File: src/sv/crsf_pkg.sv
// ---------------------------------------------------------------------------
// CRSF receiver package
// Shared constants, types and the CRC-8 step used by the frame receiver.
// ---------------------------------------------------------------------------
`timescale 1ns / 1ps

package crsf_pkg;

  // Frame and channel layout.
  localparam int NUM_CHANNELS  = 16;
  localparam int CH_BITS       = 11;
  localparam int PAYLOAD_BYTES = (NUM_CHANNELS * CH_BITS + 7) / 8;
  localparam int SHORT_LEN     = PAYLOAD_BYTES + 2;

  localparam logic [7:0] RC_TYPE  = 8'h16;
  localparam logic [7:0] CRC_POLY = 8'hD5;

  // Configuration register reset values.
  localparam logic [7:0] SYNC_PRI_RST = 8'hC8;
  localparam logic [7:0] SYNC_SEC_RST = 8'hEE;
  localparam logic [6:0] MAX_LEN_RST  = 7'd64;

  // Configuration register indexes.
  localparam logic [1:0] REG_SYNC_PRI = 2'd0;
  localparam logic [1:0] REG_SYNC_SEC = 2'd1;
  localparam logic [1:0] REG_MAX_LEN  = 2'd2;

  // Result kinds.
  localparam logic [1:0] KIND_VALUE = 2'd0;
  localparam logic [1:0] KIND_CRC   = 2'd1;
  localparam logic [1:0] KIND_SHORT = 2'd2;

  // Parser phases.
  typedef enum logic [1:0] {
    PH_HUNT,
    PH_LEN,
    PH_TYPE,
    PH_BODY
  } phase_e;

  // Commands passed from the parser to the result emitter.
  typedef enum logic [1:0] {
    CMD_CHANNELS,
    CMD_CRC_ERR,
    CMD_SHORT
  } cmd_e;

  // Live configuration seen by the parser.
  typedef struct packed {
    logic [7:0] sync_pri;
    logic [7:0] sync_sec;
    logic [6:0] max_len;
  } cfg_t;

  // One write into the channel store.
  typedef struct packed {
    logic                 en;
    logic [3:0]           idx;
    logic [CH_BITS-1:0]   data;
  } store_wr_t;

  // One CRC-8 step over a full byte, MSB first.
  function automatic logic [7:0] crc8_d5(input logic [7:0] crc, input logic [7:0] b);
    logic [7:0] c;
    c = crc ^ b;
    for (int i = 0; i < 8; i++) begin
      c = c[7] ? ((c << 1) ^ CRC_POLY) : (c << 1);
    end
    return c;
  endfunction

endpackage

File: src/sv/crsf_if.sv
// ---------------------------------------------------------------------------
// CRSF receiver channels
// Valid/ready channel bundles for received bytes and for results.
// ---------------------------------------------------------------------------
`timescale 1ns / 1ps

interface crsf_in_if;
  logic       valid;
  logic       ready;
  logic [7:0] rx_byte;

  modport source (output valid, output rx_byte, input ready);
  modport sink (input valid, input rx_byte, output ready);
endinterface

interface crsf_out_if;
  logic        valid;
  logic        ready;
  logic [1:0]  kind;
  logic [3:0]  channel_index;
  logic [10:0] channel_value;
  logic        last;

  modport source (output valid, output kind, output channel_index, output channel_value,
                  output last, input ready);
  modport sink (input valid, input kind, input channel_index, input channel_value,
                input last, output ready);
endinterface

File: src/sv/crsf_front.sv
// ---------------------------------------------------------------------------
// CRSF frame parser
// Takes one byte per transfer, tracks sync, length and type, runs the CRC
// and unpacks channel bits into the store; posts a command at the end of an RC frame.
// ---------------------------------------------------------------------------
`timescale 1ns / 1ps

module crsf_front (
  input  logic                clk_i,
  input  logic                rst_ni,
  input  crsf_pkg::cfg_t      cfg_i,
  input  logic                in_valid_i,
  input  logic [7:0]          in_byte_i,
  output logic                in_ready_o,
  input  logic                back_busy_i,
  input  logic                cmd_full_i,
  output logic                cmd_push_o,
  output crsf_pkg::cmd_e      cmd_o,
  output crsf_pkg::store_wr_t store_wr_o
);
  import crsf_pkg::*;

  phase_e      phase_q, phase_d;
  logic [6:0]  left_q, left_d;
  logic        rc_q, rc_d;
  logic [6:0]  len_q, len_d;
  logic [7:0]  crc_q, crc_d;
  logic [18:0] acc_q, acc_d;
  logic [4:0]  held_q, held_d;
  logic [4:0]  pidx_q, pidx_d;
  logic [4:0]  ch_q, ch_d;

  logic        accept;
  logic        is_sync;
  logic [18:0] acc_tmp;
  logic [4:0]  held_tmp;

  // Body bytes of an RC frame wait while the emitter still reads the store.
  assign in_ready_o = !cmd_full_i && !(phase_q == PH_BODY && rc_q && back_busy_i);
  assign accept     = in_valid_i && in_ready_o;
  assign is_sync    = (in_byte_i == cfg_i.sync_pri) || (in_byte_i == cfg_i.sync_sec);

  // Parser state register.
  always_ff @(posedge clk_i or negedge rst_ni) begin
    if (!rst_ni) begin
      phase_q <= PH_HUNT;
      left_q  <= '0;
      rc_q    <= 1'b0;
      len_q   <= '0;
      crc_q   <= '0;
      acc_q   <= '0;
      held_q  <= '0;
      pidx_q  <= '0;
      ch_q    <= '0;
    end else begin
      phase_q <= phase_d;
      left_q  <= left_d;
      rc_q    <= rc_d;
      len_q   <= len_d;
      crc_q   <= crc_d;
      acc_q   <= acc_d;
      held_q  <= held_d;
      pidx_q  <= pidx_d;
      ch_q    <= ch_d;
    end
  end

  // Next state, store writes and frame-end commands.
  always_comb begin
    phase_d    = phase_q;
    left_d     = left_q;
    rc_d       = rc_q;
    len_d      = len_q;
    crc_d      = crc_q;
    acc_d      = acc_q;
    held_d     = held_q;
    pidx_d     = pidx_q;
    ch_d       = ch_q;
    cmd_push_o = 1'b0;
    cmd_o      = CMD_CRC_ERR;
    store_wr_o = '0;
    acc_tmp    = acc_q | (19'(in_byte_i) << held_q);
    held_tmp   = held_q + 5'd8;

    if (accept) begin
      unique case (phase_q)
        PH_LEN: begin
          if (in_byte_i >= 8'd2 && in_byte_i <= {1'b0, cfg_i.max_len}) begin
            len_d   = in_byte_i[6:0];
            left_d  = in_byte_i[6:0];
            phase_d = PH_TYPE;
          end else begin
            phase_d = is_sync ? PH_LEN : PH_HUNT;
          end
        end
        PH_TYPE: begin
          rc_d    = (in_byte_i == RC_TYPE);
          crc_d   = crc8_d5(8'd0, in_byte_i);
          acc_d   = '0;
          held_d  = '0;
          pidx_d  = '0;
          ch_d    = '0;
          left_d  = left_q - 7'd1;
          phase_d = PH_BODY;
        end
        PH_BODY: begin
          if (left_q <= 7'd1) begin
            // CRC byte closes the frame.
            phase_d = PH_HUNT;
            left_d  = '0;
            if (rc_q) begin
              cmd_push_o = 1'b1;
              if (len_q < 7'(SHORT_LEN)) begin
                cmd_o = CMD_SHORT;
              end else if (crc_q == in_byte_i) begin
                cmd_o = CMD_CHANNELS;
              end else begin
                cmd_o = CMD_CRC_ERR;
              end
            end
          end else begin
            crc_d  = crc8_d5(crc_q, in_byte_i);
            left_d = left_q - 7'd1;
            // Unpack channel bits LSB first while inside the channel payload.
            if (rc_q && pidx_q < 5'(PAYLOAD_BYTES)) begin
              pidx_d = pidx_q + 5'd1;
              if (held_tmp >= 5'(CH_BITS)) begin
                store_wr_o.en   = (ch_q < 5'(NUM_CHANNELS));
                store_wr_o.idx  = ch_q[3:0];
                store_wr_o.data = acc_tmp[CH_BITS-1:0];
                ch_d            = ch_q + 5'd1;
                acc_d           = acc_tmp >> CH_BITS;
                held_d          = held_tmp - 5'(CH_BITS);
              end else begin
                acc_d  = acc_tmp;
                held_d = held_tmp;
              end
            end
          end
        end
        PH_HUNT: begin
          phase_d = is_sync ? PH_LEN : PH_HUNT;
        end
        default: begin
          phase_d = PH_HUNT;
        end
      endcase
    end
  end

endmodule

File: src/sv/crsf_cmd_fifo.sv
// ---------------------------------------------------------------------------
// CRSF command queue
// Two-entry queue of frame-end commands between parser and emitter.
// ---------------------------------------------------------------------------
`timescale 1ns / 1ps

module crsf_cmd_fifo (
  input  logic           clk_i,
  input  logic           rst_ni,
  input  logic           push_i,
  input  crsf_pkg::cmd_e push_cmd_i,
  output logic           full_o,
  input  logic           pop_i,
  output logic           empty_o,
  output crsf_pkg::cmd_e head_o
);
  import crsf_pkg::*;

  cmd_e       mem_q [2];
  logic       wptr_q, rptr_q;
  logic [1:0] count_q;

  assign full_o  = (count_q == 2'd2);
  assign empty_o = (count_q == 2'd0);
  assign head_o  = mem_q[rptr_q];

  // Pointers and fill count.
  always_ff @(posedge clk_i or negedge rst_ni) begin
    if (!rst_ni) begin
      wptr_q  <= 1'b0;
      rptr_q  <= 1'b0;
      count_q <= '0;
    end else begin
      if (push_i) wptr_q <= ~wptr_q;
      if (pop_i)  rptr_q <= ~rptr_q;
      count_q <= count_q + 2'(push_i) - 2'(pop_i);
    end
  end

  // Entry storage.
  always_ff @(posedge clk_i) begin
    if (push_i) begin
      mem_q[wptr_q] <= push_cmd_i;
    end
  end

endmodule

File: src/sv/crsf_back.sv
// ---------------------------------------------------------------------------
// CRSF result emitter
// Holds the channel store, pops frame-end commands and drives results
// through an output register, one result per transfer.
// ---------------------------------------------------------------------------
`timescale 1ns / 1ps

module crsf_back (
  input  logic                clk_i,
  input  logic                rst_ni,
  input  crsf_pkg::store_wr_t store_wr_i,
  input  logic                cmd_empty_i,
  input  crsf_pkg::cmd_e      cmd_i,
  output logic                cmd_pop_o,
  output logic                busy_o,
  crsf_out_if.source          out_o
);
  import crsf_pkg::*;

  localparam logic [3:0] LAST_CH = 4'(NUM_CHANNELS - 1);

  logic [CH_BITS-1:0] store_q [NUM_CHANNELS];

  logic               active_q;
  logic [3:0]         cnt_q;
  logic               valid_q;
  logic [1:0]         kind_q;
  logic [3:0]         index_q;
  logic [CH_BITS-1:0] value_q;
  logic               last_q;
  logic               adv;

  // The output register may load when it is empty or being taken.
  assign adv       = !valid_q || out_o.ready;
  assign cmd_pop_o = !active_q && !cmd_empty_i && adv;
  assign busy_o    = active_q || !cmd_empty_i;

  assign out_o.valid         = valid_q;
  assign out_o.kind          = kind_q;
  assign out_o.channel_index = index_q;
  assign out_o.channel_value = value_q;
  assign out_o.last          = last_q;

  // Channel store, written by the parser.
  always_ff @(posedge clk_i) begin
    if (store_wr_i.en) begin
      store_q[store_wr_i.idx] <= store_wr_i.data;
    end
  end

  // Burst control and output valid.
  always_ff @(posedge clk_i or negedge rst_ni) begin
    if (!rst_ni) begin
      active_q <= 1'b0;
      cnt_q    <= '0;
      valid_q  <= 1'b0;
    end else if (active_q) begin
      if (adv) begin
        valid_q <= 1'b1;
        cnt_q   <= cnt_q + 4'd1;
        if (cnt_q == LAST_CH) active_q <= 1'b0;
      end
    end else if (cmd_pop_o) begin
      if (cmd_i == CMD_CHANNELS) begin
        active_q <= 1'b1;
        cnt_q    <= '0;
        valid_q  <= 1'b0;
      end else begin
        valid_q <= 1'b1;
      end
    end else if (adv) begin
      valid_q <= 1'b0;
    end
  end

  // Result payload.
  always_ff @(posedge clk_i) begin
    if (active_q && adv) begin
      kind_q  <= KIND_VALUE;
      index_q <= cnt_q;
      value_q <= store_q[cnt_q];
      last_q  <= (cnt_q == LAST_CH);
    end else if (!active_q && cmd_pop_o && cmd_i != CMD_CHANNELS) begin
      kind_q  <= (cmd_i == CMD_SHORT) ? KIND_SHORT : KIND_CRC;
      index_q <= '0;
      value_q <= '0;
      last_q  <= 1'b1;
    end
  end

endmodule

File: src/sv/crsf_rc_frame_receiver.sv
// ---------------------------------------------------------------------------
// CRSF RC-channels frame receiver
// Parses a serial byte stream into RC channel results with CRC check.
// ---------------------------------------------------------------------------
// Usage:
//   in_i carries one received byte per transfer; out_o carries results of
//   kind channel value, CRC mismatch or short RC frame, with last set on
//   the final result of a frame. Registers are written through cfg_we_i,
//   cfg_idx_i and cfg_data_i; the user must write them only while the block
//   is idle, which the block does not enforce; index 3 is ignored. The parser
//   takes one byte per cycle while in_i is ready. At the CRC byte of an RC
//   frame it posts a command to a two-entry queue. An error result passes
//   from the queue into the output register; a good frame's sixteen channel
//   results pass from the queue through the emitter burst state into the
//   output register, one per cycle while out_o is ready. Body bytes of the
//   next RC frame are held off while the emitter still reads the channel
//   store, so at most one channel burst is in flight; other bytes flow at
//   one per cycle while the queue has room. A stalled receiver stalls the
//   emitter, then the queue, then in_i. Reset restores the register
//   defaults and returns the parser to sync hunting with no results pending.
// ---------------------------------------------------------------------------
`timescale 1ns / 1ps

module crsf_rc_frame_receiver (
  input  logic       clk_i,
  input  logic       rst_ni,
  input  logic       cfg_we_i,
  input  logic [1:0] cfg_idx_i,
  input  logic [7:0] cfg_data_i,
  crsf_in_if.sink    in_i,
  crsf_out_if.source out_o
);
  import crsf_pkg::*;

  cfg_t      cfg_q;
  logic      cmd_push, cmd_pop, cmd_full, cmd_empty, back_busy;
  cmd_e      push_cmd, head_cmd;
  store_wr_t store_wr;

  // Configuration registers.
  always_ff @(posedge clk_i or negedge rst_ni) begin
    if (!rst_ni) begin
      cfg_q.sync_pri <= SYNC_PRI_RST;
      cfg_q.sync_sec <= SYNC_SEC_RST;
      cfg_q.max_len  <= MAX_LEN_RST;
    end else if (cfg_we_i) begin
      unique case (cfg_idx_i)
        REG_SYNC_PRI: cfg_q.sync_pri <= cfg_data_i;
        REG_SYNC_SEC: cfg_q.sync_sec <= cfg_data_i;
        REG_MAX_LEN:  cfg_q.max_len  <= cfg_data_i[6:0];
        default:      cfg_q          <= cfg_q;
      endcase
    end
  end

  crsf_front u_front (
    .clk_i       (clk_i),
    .rst_ni      (rst_ni),
    .cfg_i       (cfg_q),
    .in_valid_i  (in_i.valid),
    .in_byte_i   (in_i.rx_byte),
    .in_ready_o  (in_i.ready),
    .back_busy_i (back_busy),
    .cmd_full_i  (cmd_full),
    .cmd_push_o  (cmd_push),
    .cmd_o       (push_cmd),
    .store_wr_o  (store_wr)
  );

  crsf_cmd_fifo u_fifo (
    .clk_i      (clk_i),
    .rst_ni     (rst_ni),
    .push_i     (cmd_push),
    .push_cmd_i (push_cmd),
    .full_o     (cmd_full),
    .pop_i      (cmd_pop),
    .empty_o    (cmd_empty),
    .head_o     (head_cmd)
  );

  crsf_back u_back (
    .clk_i       (clk_i),
    .rst_ni      (rst_ni),
    .store_wr_i  (store_wr),
    .cmd_empty_i (cmd_empty),
    .cmd_i       (head_cmd),
    .cmd_pop_o   (cmd_pop),
    .busy_o      (back_busy),
    .out_o       (out_o)
  );

endmodule

File: src/flat_wrapper.sv
// flat-port wrapper written by rule: the top's interface ports become plain ports
module crsf_rc_frame_receiver_flat import crsf_pkg::*;
  (clk_i, rst_ni, cfg_we_i, cfg_idx_i, cfg_data_i, in_i_valid, in_i_rx_byte, in_i_ready, out_o_valid, out_o_kind, out_o_channel_index, out_o_channel_value, out_o_last, out_o_ready);
  crsf_in_if in_i_i ();
  crsf_out_if out_o_i ();
  input  logic clk_i;
  input  logic rst_ni;
  input  logic cfg_we_i;
  input  logic [1:0] cfg_idx_i;
  input  logic [7:0] cfg_data_i;
  input wire logic [$bits(in_i_i.valid)-1:0] in_i_valid;
  input wire logic [$bits(in_i_i.rx_byte)-1:0] in_i_rx_byte;
  output wire logic [$bits(in_i_i.ready)-1:0] in_i_ready;
  output wire logic [$bits(out_o_i.valid)-1:0] out_o_valid;
  output wire logic [$bits(out_o_i.kind)-1:0] out_o_kind;
  output wire logic [$bits(out_o_i.channel_index)-1:0] out_o_channel_index;
  output wire logic [$bits(out_o_i.channel_value)-1:0] out_o_channel_value;
  output wire logic [$bits(out_o_i.last)-1:0] out_o_last;
  input wire logic [$bits(out_o_i.ready)-1:0] out_o_ready;
  assign in_i_i.valid = in_i_valid;
  assign in_i_i.rx_byte = in_i_rx_byte;
  assign in_i_ready = in_i_i.ready;
  assign out_o_valid = out_o_i.valid;
  assign out_o_kind = out_o_i.kind;
  assign out_o_channel_index = out_o_i.channel_index;
  assign out_o_channel_value = out_o_i.channel_value;
  assign out_o_last = out_o_i.last;
  assign out_o_i.ready = out_o_ready;
  crsf_rc_frame_receiver u_core (.clk_i(clk_i), .rst_ni(rst_ni), .cfg_we_i(cfg_we_i), .cfg_idx_i(cfg_idx_i), .cfg_data_i(cfg_data_i), .in_i(in_i_i), .out_o(out_o_i));
endmodule
File: config.mk
export PLATFORM = sky130hd
export DESIGN_NAME = crsf_rc_frame_receiver_flat
export DESIGN_NICKNAME = d
export VERILOG_FILES = /design/src/sv/crsf_pkg.sv /design/src/sv/crsf_if.sv /design/src/sv/crsf_front.sv /design/src/sv/crsf_cmd_fifo.sv /design/src/sv/crsf_back.sv /design/src/sv/crsf_rc_frame_receiver.sv /design/src/flat_wrapper.sv
export SDC_FILE = /design/constraint.sdc
export NUM_CORES = 1
export LEC_CHECK = 0
export BUFFER_PORTS_ARGS = -buffer_cell sky130_fd_sc_hd__buf_2
export CAP_MARGIN = 20
export CORE_ASPECT_RATIO = 1.5
export CORE_MARGIN = 3
export CORE_UTILIZATION = 45
export CTS_CLUSTER_DIAMETER = 40
export DETAILED_ROUTE_END_ITERATION = 16
export PLACE_DENSITY_LB_ADDON = 0.3
export SKIP_CTS_REPAIR_TIMING = 1
export SYNTH_ARGS = -nofsm -noshare
export SYNTH_HDL_FRONTEND = slang
export SYNTH_SLANG_ARGS = --single-unit
File: constraint.sdc
create_clock -name clk_i -period 8.2 [get_ports clk_i]
set_input_delay 0.82 -clock clk_i [delete_from_list [all_inputs] [get_ports clk_i]]
set_output_delay 0.82 -clock clk_i [all_outputs]
set_load 0.03 [all_outputs]
After elaboration in Yosys (flattened, before gate mapping)
Memory sizes are Yosys's and may differ from the RTL's.
Index checks and enable logic that the tools add are counted.

word-level totals
  flip-flop bits (word level) = 110
  bits in writable memories = 180
  input bits = 23
  logic and storage cells = 200
  memories = 2

cells by class
  $add $sub $neg = 8
  order comparisons = 7
  eq/ne operators = 18
  shifts and indexed selects = 1
  muxes and demuxes = 80
  bitwise operators = 20
  reduce and logical (&&, ||, !) cells = 42

memory list
  name                   words  width  rd ports  clocked after Yosys merged registers in  wr ports  line                 text
  u_core.u_back.store_q  16     11     1         0                                        1         crsf_back.sv:22      logic [CH_BITS-1:0] store_q [NUM_CHANNELS];
  u_core.u_fifo.mem_q    2      2      1         0                                        1         crsf_cmd_fifo.sv:19  cmd_e mem_q [2];

operators by type and width
  kind                                          count
  two-way mux 8 bit                             17
  two-way mux 16 bit                            5
  inverter 5 bit                                16
  two-way mux 19 bit                            3
  two-way mux 5 bit                             8
  case mux 19 bit (2 select lines)              1
  case mux 5 bit (2 select lines)               3
  equality test 8 bit                           3
  two-way mux 4 bit                             6
  two-way mux 1 bit                             22
  two-way mux 11 bit                            2
  case mux 7 bit (3 select lines)               1
  bitwise OR 19 bit                             1
  << shifter 8 x 5 -> 19 bit                    1
  two-way mux 2 bit                             8
  case mux 8 bit (2 select lines)               1
  two-way mux 7 bit                             2
  AND reduction 2 bit                           6
  AND reduction 3 bit                           4
  nonzero test 2 bit                            6
  logical AND 1 bit                             11
  adder 5 x 1 -> 5 bit (second input constant)  2
  equality test 2 bit (second input constant)   5
  < comparator 5 bit (second input constant)    2
  25 further kinds                              40

Depth between registers and ports, before layout
  depth after elaboration = 19
  gate-level depth with buffers = 12
  mapped depth without buffers = 9

Hierarchy
From an unflattened synthesis, not the netlist that was laid out.

second synthesis, totals
  cell total of the unflattened synthesis = 983
  area total of the unflattened synthesis = 13417.9 µm²

by module, submodules not included
  module                  instances  cells each  area an instance (µm²)
  crsf_back               1          429         7856.3
  crsf_front              1          484         4334.2
  crsf_rc_frame_receiver  1          49          888.4
  crsf_cmd_fifo           1          21          339.1

Worst setup path after synthesis
No wires, ideal clock.

  path type = flip-flop to flip-flop
  from = register u_core.u_front.left_q[0]
  to = memory u_core.u_back.store_q[11][0] (enable)
  setup time = 0.378 ns
  arrival time = 2.649 ns
  path slack = 5.173 ns
  stages on the path, launching flop included = 11
  buffers on the path = 2
  path through = dfrtp_1 -> ha_1 -> o21bai_2 -> a41o_1 -> buf_6 -> a211oi_1 -> buf_2 -> nand2_1 -> nor2_4 -> nand3_1 -> nor2_1

between the ends
  longest elaborated chain between the ends = 6

ends and longest elaborated chain
  item                                         line               text
  from (decl)                                  crsf_front.sv:24   logic [6:0] left_q, left_d;
  from (signal assigned)                       crsf_front.sv:57   left_q <= left_d;
  less-or-equal comparator 7 x 1 -> 1 bit (*)  crsf_front.sv:107  if (left_q <= 7'd1) begin
  two-way mux 16 bit (*)                       crsf_front.sv:107
  two-way mux 16 bit (*)                       crsf_front.sv:86   unique case (phase_q)
  two-way mux 16 bit (*)                       crsf_front.sv:85   if (accept) begin
  two-way mux 1 bit                            crsf_back.sv:46    if (store_wr_i.en) begin
  two-way mux 1 bit (implied by the code)      crsf_back.sv:47    store_q[store_wr_i.idx] <= store_wr_i.data;
  to (decl)                                    crsf_back.sv:22

Every way passes the cells marked *; elsewhere a longest branch is shown, timed or not.

Final worst setup path
  from = register u_core.u_front.left_q[1]
  to = memory u_core.u_back.store_q[0][5] (enable)

The elaborated chain is that of the path after synthesis.

==> reports/results.txt <==
outcome -> complete, no violations
pre-CTS WS -> 4540 ps
Critical Path Most Common Cell -> or3_4
Synth Register Bits -> 287
DIE AREA -> 30900 um^2
post-place instance area -> 13500 um^2
largest area contributor in the synthesized netlist -> edfxtp_1
latest clock arrival within the worst-skew pair -> 560 ps
CP Max Fanout -> 20
Slew @ Worst Pin -> 1100 ps
TritonCTS Buffers -> 31
Core Region -> 28200 um^2
Starting DRT DRC Count -> 445
CTS tree -> yes
top sig layer -> met4
crit-path cells -> inv_1 > ha_1 > o21bai_2 > a41o_1 > a211o_1 > or3_4 > or3_4 > nor2_2
diodes inserted -> 0
top-count cell post-synth -> edfxtp_1
critical path arrival -> 3850 ps
hold_ws -> 95.5 ps
fin area -> 14600 um^2
Startpoint Class -> flop
Crit Path Category -> reg2reg
clock skew -> 17.3 ps
post-route met1 wirelength -> 10100 um
post-layout util -> 0.517
top_reg_cell synth -> edfxtp_1
total number of vias -> 7469
max-cap violation count -> 0
clock buffer depth -> 3
asr flop ratio synth -> 0.310
vias in the first global route -> 7766
ANT nets after route -> 0
Tot GR Track Use -> 0.177
starting density of the core -> 0.461
Synth Instances -> 904
I/O pin total -> 43
met2 WL -> 14800 um
WL met3 -> 1020 um
TritonRoute pass-1 iters -> 5
DRC Markers -> 0
Worst IR Drop VDD -> 0.185 mV
Max H-tree Level -> 1
fin crit share -> 0.448
Final setup viols -> 0
PnR worst setup slack -> 4530 ps
post-DP HPWL -> 18700 um
Hold Path Class -> in2async
root buf cell -> clkbuf_16
Cell Area, Synth -> 13000 um^2
Period minus WS final -> 3670 ps
top cells by count, synth -> edfxtp_1, dfrtp_1, nor2_1
clock sinks -> 287
critical path data required time -> 8380 ps
Post-Route Setup TNS -> 0 ps
Seq/Total Area, Yosys -> 0.630
post-synth net total -> 946
post-synth top area share -> 0.454
area grow syn2layout -> 12.3%
placed cell count -> 1253
Highest Clock Rate -> 0.272 GHz
EDFF count, synth -> 196
Final Hold Viols -> 0
Slew Limit Fails -> 0
row cnt -> 75
Vias/cell -> 5.68
routed wire length -> 26800 um
GP Congestion -> 0.958
Power Dens Cells -> 302 nW/um^2
Final #Nets -> 987
Port-buffer cells -> 42
Static Leak -> 5.33 nW
share of layout cells above drive strength 1 -> 0.228
max incr delay on CP -> 550 ps
Die Span Y -> 214 um
grt total ovfl -> 0
Worst setup EP type -> flop
Tot Pwr -> 4.40 mW
initial antenna violation count -> 0
slew margin rel. -> 0.265
Horiz. Die Dim -> 145 um
CTS clk-pin slew, worst paths -> 70 ps
Crit-path slowest cell -> nor2_2
first-pass GRT wire length -> 43100 um
largest net degree at the start of global routing -> 78
RSZ-0062 raised after global routing -> false
Wirelength per Cell -> 20.4 um
syn_area_per_cell -> 14.3 um^2
number of cells on the worst reg-to-reg path -> 8
ranking of synthesized cells by area -> edfxtp_1, dfrtp_1, mux4_2, mux2_2, xnor2_1
Synth warnings -> 0
Final Non-Filler Cells -> 1316
Unique masters post-synth -> 65
[state kept, by name, summed over array words and instances, names as in the netlist, 2 cells and up]
signal                             cells
u_core.u_front.ch_q                    5
u_core.u_back.store_q                176
u_core.u_front.len_q                   4
u_core.u_back.out_o.channel_index      4
u_core.u_back.out_o.channel_value     11
u_core.u_front.held_q                  5
u_core.u_front.pidx_q                  5
u_core.u_back.out_o.kind               2
u_core.u_fifo.mem_q                    4
u_core.u_front.phase_q                 2
u_core.u_fifo.count_q                  2
u_core.cfg_q                          23
u_core.u_front.acc_q                  19
u_core.u_front.left_q                  7
u_core.u_back.cnt_q                    4
u_core.u_front.crc_q                   8
[cell families (layout without fill, tap and decap cells)]
family / Yosys count / count (layout) / share of synthesized area
xor gates and xnor gates: 68 / 68 / 0.0477
muxes: 94 / 94 / 0.129
adders and majority gates: 19 / 19 / 0.0183
DFF: 287 / 287 / 0.630
buffers and inverters: 71 / 137 / 0.0231
AOI/OAI and AO/OA: 133 / 133 / 0.0671
and+or+nand+nor: 232 / 232 / 0.0854
[critical path: cells and delay by family, from the launching register on]
kind | cells | cell delay, ps
simple gates | 3 | 1490
flops | 1 | 410
compound gates | 3 | 1100
buf+inv | 1 | 90
fa+ha+maj | 1 | 180
[area by class of cell]
cell class,instances,area (um^2)
timing repair buffer,55,318
tap,346,433
inverter,24,90.1
multi-input combinational,546,4500
fill,2359,13600
clock inverter,20,234
sequential,287,8170
clock buffer,38,822
[path summary, 6_finish.rpt]
kind                                             start                           to  slack, ps
setup reg to reg              u_core.u_front.left_q[1]  u_core.u_back.store_q[0][5]       4530
min in group clk_i         u_core.u_back.out_o.kind[0]  u_core.u_back.out_o.kind[0]        450
max in group asynchronous                       rst_ni       u_core.u_back.cnt_q[0]       6820
setup / recovery              u_core.u_front.left_q[1]  u_core.u_back.store_q[0][5]       4530
hold / removal                                  rst_ni     u_core.u_fifo.count_q[1]        100
hold reg to reg            u_core.u_back.out_o.kind[0]  u_core.u_back.out_o.kind[0]        450
[power by group]
group,internal [mW],switching [mW]
logic,0.488,0.668
clock network,0.824,0.582
registers,1.70,0.129
[layout by cell type, fill, tap and decap left out, types with 6 or more instances in the layout]
| cell | count |
|---|---|
| a211oi_1 | 6 |
| a21oi_1 | 30 |
| a221oi_1 | 6 |
| and2_1 | 20 |
| buf_2 | 41 |
| buf_4 | 12 |
| clkbuf_16 | 31 |
| dfrtp_1 | 77 |
| dfstp_2 | 10 |
| edfxtp_1 | 196 |
| ha_1 | 19 |
| inv_1 | 23 |
| inv_6 | 6 |
| mux2_2 | 33 |
| mux2i_1 | 6 |
| mux4_2 | 55 |
| nand2_1 | 67 |
| nand3_1 | 14 |
| nand4_1 | 7 |
| nor2_1 | 69 |
| nor2b_1 | 8 |
| nor3_1 | 11 |
| nor4_1 | 8 |
| o21ai_0 | 37 |
| o221ai_1 | 8 |
| xnor2_1 | 34 |
| xor2_1 | 32 |
[layer usage]
layer / track usage / up-vias
met5: 0 / -
li1: - / 3485
met2: 0.326 / 203
met3: 0.0228 / 56
met1: 0.210 / 3725
met4: 0.0600 / 0
Note: power is estimated with default switching activity, not from simulation.
